**src/rtl/i2cmbe_pkg.sv**
```systemverilog
`timescale 1ns / 1ps
// ----------------------------------------------------------------------------
// i2cmbe_pkg
// Shared types and codes of the i2c master byte engine: request types,
// operation and status codes, sequencer phases, engine state and result.
// ----------------------------------------------------------------------------
package i2cmbe_pkg;

    // request type codes
    typedef enum logic [1:0] {
        REQ_TICK  = 2'd0,
        REQ_LINES = 2'd1,
        REQ_WRITE = 2'd2,
        REQ_READ  = 2'd3
    } t_req;

    // active byte operation
    typedef enum logic [1:0] {
        OP_IDLE  = 2'd0,
        OP_RSVD  = 2'd1,
        OP_WRITE = 2'd2,
        OP_READ  = 2'd3
    } t_op;

    // completion status
    typedef enum logic [1:0] {
        ST_OK     = 2'd0,
        ST_NO_SCL = 2'd1,
        ST_BUSY   = 2'd2,
        ST_RSVD   = 2'd3
    } t_status;

    localparam int PHASE_W = 5;

    // sequencer phases
    localparam logic [PHASE_W-1:0] PH_BITS_END = 5'd16;
    localparam logic [PHASE_W-1:0] PH_LAST_BIT = 5'd15;
    localparam logic [PHASE_W-1:0] PH_ACK_HI   = 5'd16;
    localparam logic [PHASE_W-1:0] PH_ACK_LO   = 5'd17;
    localparam logic [PHASE_W-1:0] PH_DONE     = 5'd18;

    // line field bit positions
    localparam int LINE_SCL = 0;
    localparam int LINE_SDA = 1;

    // engine state
    typedef struct packed {
        logic               scl_on;
        logic               scl_high;
        logic               sda_on;
        logic               sda_high;
        logic               ack_known;
        logic               ack_high;
        logic [PHASE_W-1:0] phase;
        t_op                active_op;
        logic [7:0]         shift_byte;
        logic               final_byte;
        logic               ack_seen;
    } t_state;

    // one result item
    typedef struct packed {
        logic       scl_drive_en;
        logic       scl_out_level;
        logic       sda_drive_en;
        logic       sda_out_level;
        logic       done_res;
        t_status    status;
        logic [7:0] read_data;
        logic       ack_received;
    } t_result;

    // one request item
    typedef struct packed {
        t_req       req_type;
        logic [7:0] data_byte;
        logic       last_byte;
        logic [1:0] line_value;
        logic [1:0] line_direction;
        logic       sda_in;
    } t_request;

endpackage

```
**src/rtl/i2c_master_byte_engine_unit.sv**
```systemverilog
`timescale 1ns / 1ps
// Latency: a request's result is shown in the cycle after the request is taken.
// Throughput: one request per cycle while the result side does not stall; one sequencer step per request.
// A request is taken whenever the result register is empty or being read.
// Reset (synchronous, active low): lines released, SCL and SDA levels high,
// engine idle, no result pending.
// ----------------------------------------------------------------------------
// i2c_master_byte_engine_unit
// Open-drain i2c master byte engine paced by half-period tick requests.
// ----------------------------------------------------------------------------
module i2c_master_byte_engine_unit (
    input  logic       i_clk,
    input  logic       i_rst_n,
    input  logic       i_valid,
    output logic       o_ready,
    input  logic [1:0] i_req_type,
    input  logic [7:0] i_data_byte,
    input  logic       i_last_byte,
    input  logic [1:0] i_line_value,
    input  logic [1:0] i_line_direction,
    input  logic       i_sda_in,
    output logic       o_valid,
    input  logic       i_ready,
    output logic       o_scl_drive_en,
    output logic       o_scl_out_level,
    output logic       o_sda_drive_en,
    output logic       o_sda_out_level,
    output logic       o_done_res,
    output logic [1:0] o_status,
    output logic [7:0] o_read_data,
    output logic       o_ack_received
);

    i2cmbe_pkg::t_state   r_state;
    i2cmbe_pkg::t_state   n_state;
    i2cmbe_pkg::t_request req;
    i2cmbe_pkg::t_result  step_result;
    i2cmbe_pkg::t_result  out_result;
    logic                 can_load;
    logic                 accept;

    assign accept  = i_valid & can_load;
    assign o_ready = can_load;

    // request bundle
    always_comb begin
        req.req_type       = i2cmbe_pkg::t_req'(i_req_type);
        req.data_byte      = i_data_byte;
        req.last_byte      = i_last_byte;
        req.line_value     = i_line_value;
        req.line_direction = i_line_direction;
        req.sda_in         = i_sda_in;
    end

    i2cmbe_step u_step (
        .i_state  (r_state),
        .i_req    (req),
        .o_state  (n_state),
        .o_result (step_result)
    );

    // engine state
    always_ff @(posedge i_clk) begin
        if (!i_rst_n) begin
            r_state.scl_on     <= 1'b0;
            r_state.scl_high   <= 1'b1;
            r_state.sda_on     <= 1'b0;
            r_state.sda_high   <= 1'b1;
            r_state.ack_known  <= 1'b0;
            r_state.ack_high   <= 1'b1;
            r_state.phase      <= '0;
            r_state.active_op  <= i2cmbe_pkg::OP_IDLE;
            r_state.shift_byte <= 8'd0;
            r_state.final_byte <= 1'b0;
            r_state.ack_seen   <= 1'b0;
        end else if (accept) begin
            r_state <= n_state;
        end
    end

    i2cmbe_out_reg u_out (
        .i_clk      (i_clk),
        .i_rst_n    (i_rst_n),
        .i_load     (accept),
        .i_result   (step_result),
        .i_ready    (i_ready),
        .o_can_load (can_load),
        .o_valid    (o_valid),
        .o_result   (out_result)
    );

    assign o_scl_drive_en  = out_result.scl_drive_en;
    assign o_scl_out_level = out_result.scl_out_level;
    assign o_sda_drive_en  = out_result.sda_drive_en;
    assign o_sda_out_level = out_result.sda_out_level;
    assign o_done_res      = out_result.done_res;
    assign o_status        = out_result.status;
    assign o_read_data     = out_result.read_data;
    assign o_ack_received  = out_result.ack_received;

endmodule

```
**src/rtl/i2cmbe_step.sv**
```systemverilog
`timescale 1ns / 1ps
// ----------------------------------------------------------------------------
// i2cmbe_step
// Next-state and result logic for one request: a single sequencer step
// of the byte engine.
// ----------------------------------------------------------------------------
module i2cmbe_step (
    input  i2cmbe_pkg::t_state   i_state,
    input  i2cmbe_pkg::t_request i_req,
    output i2cmbe_pkg::t_state   o_state,
    output i2cmbe_pkg::t_result  o_result
);

    i2cmbe_pkg::t_state  n_st;
    logic                done;
    i2cmbe_pkg::t_status status;
    logic [7:0]          rd;
    logic                ak;
    logic                busy;

    assign busy = (i_state.active_op != i2cmbe_pkg::OP_IDLE);

    // state update for one request
    always_comb begin
        n_st   = i_state;
        done   = 1'b0;
        status = i2cmbe_pkg::ST_OK;
        rd     = 8'd0;
        ak     = 1'b0;
        unique case (i_req.req_type)
            i2cmbe_pkg::REQ_TICK: begin
                if (busy) begin
                    if (i_state.phase < i2cmbe_pkg::PH_BITS_END) begin
                        if (!i_state.phase[0]) begin
                            n_st.scl_high = 1'b1;
                        end else begin
                            if (i_state.active_op == i2cmbe_pkg::OP_READ) begin
                                n_st.shift_byte = {i_state.shift_byte[6:0], i_req.sda_in};
                            end else if (i_state.phase < i2cmbe_pkg::PH_LAST_BIT) begin
                                n_st.shift_byte = {i_state.shift_byte[6:0], 1'b0};
                                if (i_state.sda_on) begin
                                    n_st.sda_high = i_state.shift_byte[6];
                                end
                            end
                            n_st.scl_high = 1'b0;
                        end
                        n_st.phase = i_state.phase + 1'b1;
                    end else if (i_state.phase == i2cmbe_pkg::PH_ACK_HI) begin
                        n_st.scl_high = 1'b1;
                        n_st.phase    = i2cmbe_pkg::PH_ACK_LO;
                    end else if (i_state.phase == i2cmbe_pkg::PH_ACK_LO) begin
                        if (i_state.active_op == i2cmbe_pkg::OP_WRITE) begin
                            n_st.ack_seen = ~i_req.sda_in;
                        end
                        n_st.scl_high = 1'b0;
                        n_st.phase    = i2cmbe_pkg::PH_DONE;
                    end else begin
                        // restore ack preference and complete
                        n_st.ack_known = i_state.sda_on;
                        n_st.ack_high  = i_state.sda_high;
                        done           = 1'b1;
                        if (i_state.active_op == i2cmbe_pkg::OP_READ) begin
                            rd = i_state.shift_byte;
                        end else begin
                            ak = i_state.ack_seen;
                        end
                        n_st.active_op = i2cmbe_pkg::OP_IDLE;
                        n_st.phase     = '0;
                    end
                end
            end
            i2cmbe_pkg::REQ_LINES: begin
                if (busy) begin
                    status = i2cmbe_pkg::ST_BUSY;
                end else begin
                    n_st.scl_on    = i_req.line_direction[i2cmbe_pkg::LINE_SCL];
                    n_st.scl_high  = i_req.line_value[i2cmbe_pkg::LINE_SCL];
                    n_st.sda_on    = i_req.line_direction[i2cmbe_pkg::LINE_SDA];
                    n_st.sda_high  = i_req.line_value[i2cmbe_pkg::LINE_SDA];
                    n_st.ack_known = i_req.line_direction[i2cmbe_pkg::LINE_SDA];
                    n_st.ack_high  = i_req.line_value[i2cmbe_pkg::LINE_SDA];
                end
            end
            default: begin
                // byte commands
                if (busy) begin
                    done   = 1'b1;
                    status = i2cmbe_pkg::ST_BUSY;
                end else if (!i_state.scl_on) begin
                    done   = 1'b1;
                    status = i2cmbe_pkg::ST_NO_SCL;
                end else if (i_req.req_type == i2cmbe_pkg::REQ_WRITE) begin
                    n_st.active_op  = i2cmbe_pkg::OP_WRITE;
                    n_st.phase      = '0;
                    n_st.shift_byte = i_req.data_byte;
                    n_st.ack_seen   = 1'b0;
                    if (i_state.sda_on) begin
                        n_st.sda_high = i_req.data_byte[7];
                    end
                end else begin
                    n_st.active_op  = i2cmbe_pkg::OP_READ;
                    n_st.phase      = '0;
                    n_st.shift_byte = 8'd0;
                    n_st.final_byte = i_req.last_byte;
                end
            end
        endcase
    end

    // line outputs from the updated state
    always_comb begin
        o_result.scl_drive_en  = n_st.scl_on;
        o_result.scl_out_level = n_st.scl_high;
        o_result.sda_drive_en  = n_st.sda_on;
        o_result.sda_out_level = n_st.sda_high;
        if (n_st.active_op == i2cmbe_pkg::OP_WRITE && n_st.phase >= i2cmbe_pkg::PH_BITS_END) begin
            o_result.sda_drive_en  = 1'b0;
            o_result.sda_out_level = 1'b1;
        end else if (n_st.active_op == i2cmbe_pkg::OP_READ) begin
            if (n_st.phase < i2cmbe_pkg::PH_BITS_END) begin
                o_result.sda_drive_en  = 1'b0;
                o_result.sda_out_level = 1'b1;
            end else begin
                // ack on middle bytes, stored preference or nack on the last
                o_result.sda_drive_en  = 1'b1;
                o_result.sda_out_level = n_st.final_byte &
                                         (~n_st.ack_known | n_st.ack_high);
            end
        end
        o_result.done_res     = done;
        o_result.status       = status;
        o_result.read_data    = rd;
        o_result.ack_received = ak;
    end

    assign o_state = n_st;

endmodule

```
**src/rtl/i2cmbe_out_reg.sv**
```systemverilog
`timescale 1ns / 1ps
// ----------------------------------------------------------------------------
// i2cmbe_out_reg
// Result register: holds one result until the downstream side takes it,
// and frees itself in the same cycle it is taken.
// ----------------------------------------------------------------------------
module i2cmbe_out_reg (
    input  logic                i_clk,
    input  logic                i_rst_n,
    input  logic                i_load,
    input  i2cmbe_pkg::t_result i_result,
    input  logic                i_ready,
    output logic                o_can_load,
    output logic                o_valid,
    output i2cmbe_pkg::t_result o_result
);

    logic                r_valid;
    i2cmbe_pkg::t_result r_result;

    assign o_can_load = ~r_valid | i_ready;

    // valid flag
    always_ff @(posedge i_clk) begin
        if (!i_rst_n) begin
            r_valid <= 1'b0;
        end else if (i_load) begin
            r_valid <= 1'b1;
        end else if (i_ready) begin
            r_valid <= 1'b0;
        end
    end

    // result payload
    always_ff @(posedge i_clk) begin
        if (i_load) begin
            r_result <= i_result;
        end
    end

    assign o_valid  = r_valid;
    assign o_result = r_result;

endmodule

```
**config.mk**
```make
export PLATFORM = sky130hd
export DESIGN_NAME = i2c_master_byte_engine_unit
export DESIGN_NICKNAME = d
export VERILOG_FILES = /design/src/rtl/i2cmbe_pkg.sv /design/src/rtl/i2c_master_byte_engine_unit.sv /design/src/rtl/i2cmbe_step.sv /design/src/rtl/i2cmbe_out_reg.sv
export SDC_FILE = /design/constraint.sdc
export NUM_CORES = 1
export LEC_CHECK = 0
export BUFFER_PORTS_ARGS = -buffer_cell sky130_fd_sc_hd__buf_2
export CAP_MARGIN = 20
export CORE_ASPECT_RATIO = 1.2
export CORE_MARGIN = 8
export CORE_UTILIZATION = 46
export CTS_CLUSTER_DIAMETER = 50
export DETAILED_ROUTE_END_ITERATION = 8
export GPL_TIMING_DRIVEN = 0
export MAX_ROUTING_LAYER = met4
export PLACE_DENSITY_LB_ADDON = 0.25
export SKIP_LAST_GASP = 1
export SLEW_MARGIN = 20
export SYNTH_ARGS = -nofsm -noshare
export SYNTH_HDL_FRONTEND = slang
export SYNTH_SLANG_ARGS = --single-unit
```
**constraint.sdc**
```tcl
create_clock -name i_clk -period 6.6 [get_ports i_clk]
set_input_delay 0.66 -clock i_clk [delete_from_list [all_inputs] [get_ports i_clk]]
set_output_delay 0.66 -clock i_clk [all_outputs]
set_load 0.02 [all_outputs]
```
==> metrics <==
status complete, no violations; chip width 79.8 um; total gr overflow 0; area of the core 4830 um2; Critical Setup Path Class input pin to flop; full die area 7380 um2; worst setup margin 4.07 ns; critical path data arrival time 2.68 ns; H-Tree Depth 2; crit end category flop; first-pass GRT wire length 9600 um; CP cell instances buf_2 > or2_1 > buf_4 > inv_2 > ha_1 > nor2_1 > nand4_1 > or4_1 > buf_2 > buf_6 > a221oi_2 > a211oi_1; max-slew violation count 0; routability-driven placement congestion ratio 0.929; Row Count 28; Layout Cells excl Fill 351; CP max-delay cell or4_1; Slew HR 0.410; Clk Tree Root Cell clkbuf_8; total track usage 0.168; Ys Warns 0; Leakage 1.05 nW; Cell variety after synth 50; Net Count, Synth 273; CP Launch Type input pin; CTS Buffer Depth 2; Vias 2034; top cell type's share of synthesized area 0.214; Worst path max stage delay 0.50 ns; clock transition at the registers of the reported paths 0.08 ns; ant diodes 0; skew final 0.00579 ns; Worst VDD drop 85.2 uV; Worst Hold Class flop to flop; PwrDens 215 nW/um2; Placement Cell Area 2500 um2; f_max 0.395 GHz; drt first pass iters 4; MaxCap Viol Count 0; post-route cell area 2610 um2; top cells by area, synth dfxtp_1 21%, edfxtp_1 21%, nor2_1 4.2%; slew at the pin closest to its max-slew limit 0.873 ns; fin crit period 2.53 ns; largest net degree at the start of global routing 26; FF+latch count, synth 40; IO buf count 36; final setup violation count 0; Top cell by count, worst path buf_2; Filler cells 463; share of cells above drive strength 1 0.227; leading area contributor after synthesis dfxtp_1; sequential share of the synthesized area 0.428; final core utilization 0.540; Starting Density 0.464; Mapped Area 2240 um2; DRC violations left 0; RSZ-0062 raised after global routing false; CTS resizes 0; # Post-CTS Setup Buffers 0; worst-path fanout max 11; routed wire length 5730 um; CP Launch Point i_req_type[0]; initial antenna violation count 0; post-cts hold buffer count 0; Fin Setup TNS 0 ns; number of global-route vias before repair 1902; CTS tree yes; Cells after Synth 247; dpl ws 3.78 ns; Main synth FF type dfxtp_1; Hold Startpoint r_state[9]; Boundary Pins 38; Avg WL per Cell 16.3 um; reg2reg start r_state[10]; mean post-synth cell area 9.09 um2; Min Hold Slack 0.464 ns; async set-reset flop share out of synthesis 0; Layout Nets 316; Die Ht 92.5 um; initial drt markers 135; Final Hold Fails 0; final antenna-violating net count 0; clk sinks 40; Post-synth EDFFs 16; CTS buffer count 5; routed vias/inst 5.79; Layout Area Growth over Synthesis 16.4%; DP Cell Count 343; CP Data Required Time 6.76 ns; total power 0.562 mW; Clk Latency, worst-skew pair 0.29 ns; crit share post-route 0.383; Final HPWL DP 4200 um
[sequential cells by signal, summed over array words and instances (netlist names), named ones only]
| register | cells |
|---|---|
| u_out.o_result | 16 |
| r_state | 21 |
| u_out.o_valid | 1 |
[critical path, delay by kind of cell]
family / cells / cell delay (ns)
AOI/OAI and AO/OA: 2 / 0.25
and+or+nand+nor: 4 / 0.80
buffers and inverters: 5 / 0.75
adders and majority gates: 1 / 0.22
[per-layer routing]
metal | GRT usage | vias up | wire, um
met5 | - | - | 0
met4 | 0.0517 | 0 | 88
met3 | 0.0446 | 8 | 418
met2 | 0.266 | 72 | 2730
met1 | 0.202 | 957 | 2490
li1 | - | 997 | -
[logic make-up after synthesis]
group,Yosys count,synth area share
compound gates,70,0.232
xor+xnor,1,0.00390
fa+ha+maj,6,0.0334
buf+inv,38,0.0775
flops,40,0.428
mux,7,0.0323
simple gates,85,0.192
[worst paths after layout]
kind | end | slack (ns) | cells after the start
hold reg to reg | r_state[9] | 0.46 | 2
setup / recovery | r_state[9] | 4.07 | 12
setup reg to reg | r_state[9] | 4.10 | 12
hold / removal | r_state[9] | 0.46 | 2
[cell usage in the layout (no fill, tap or decap), types with 3 or more instances in the layout]
| master | netlist | layout |
|---|---|---|
| nand2b_1 | 5 | 5 |
| nor2_1 | 25 | 25 |
| o21a_1 | 4 | 4 |
| clkbuf_8 | 0 | 5 |
| and2_1 | 7 | 7 |
| a221oi_1 | 8 | 8 |
| a21oi_1 | 11 | 11 |
| edfxtp_1 | 16 | 16 |
| a41oi_1 | 3 | 3 |
| o211ai_1 | 3 | 3 |
| inv_1 | 17 | 17 |
| buf_2 | 6 | 42 |
| a211oi_1 | 9 | 9 |
| or2_1 | 3 | 3 |
| clkbuf_1 | 9 | 8 |
| dfxtp_1 | 24 | 24 |
| mux2i_1 | 5 | 5 |
| or3_1 | 4 | 4 |
| or4_1 | 4 | 4 |
| o21ai_0 | 10 | 10 |
| nand3_1 | 5 | 5 |
| ha_1 | 6 | 6 |
| nor3_1 | 10 | 10 |
| a31oi_1 | 3 | 3 |
| nand2_1 | 13 | 13 |
[synth_stat cells (all sizes together), types with 2 or more instances]
library cell and number:
a211o 2, a211oi 9, a21boi 2, a21oi 11, a221oi 10, a31oi 3, a41oi 3, and2 7
buf 10, clkbuf 9, dfxtp 24, edfxtp 16, ha 6, inv 18, mux2 2, mux2i 5
nand2 13, nand2b 5, nand3 5, nand4 2, nor2 26, nor3 10, nor4b 2, o2111ai 2
o211ai 4, o21a 4, o21ai 10, o221a 2, o31ai 2, or2 3, or3 4, or4 4
[final cells by class]
cell class | count | area [um2] | share of cell area
Clock inverter | 3 | 42.5 | 0.0163
Tap cell | 60 | 75.1 | 0.0287
Inverter | 19 | 72.6 | 0.0278
Multi-Input combinational cell | 169 | 1110 | 0.425
Sequential cell | 40 | 961 | 0.368
Clock buffer | 5 | 68.8 | 0.0263
Timing Repair Buffer | 36 | 180 | 0.0690
Buffer | 19 | 103 | 0.0393
[report_power, final]
| group | switching, mW | total (mW) | internal (mW) |
|---|---|---|---|
| clock | 0.0879 | 0.200 | 0.112 |
| combinational | 0.0542 | 0.0856 | 0.0314 |
| sequential | 0.00643 | 0.277 | 0.270 |
(Power assumes the default switching activity.)
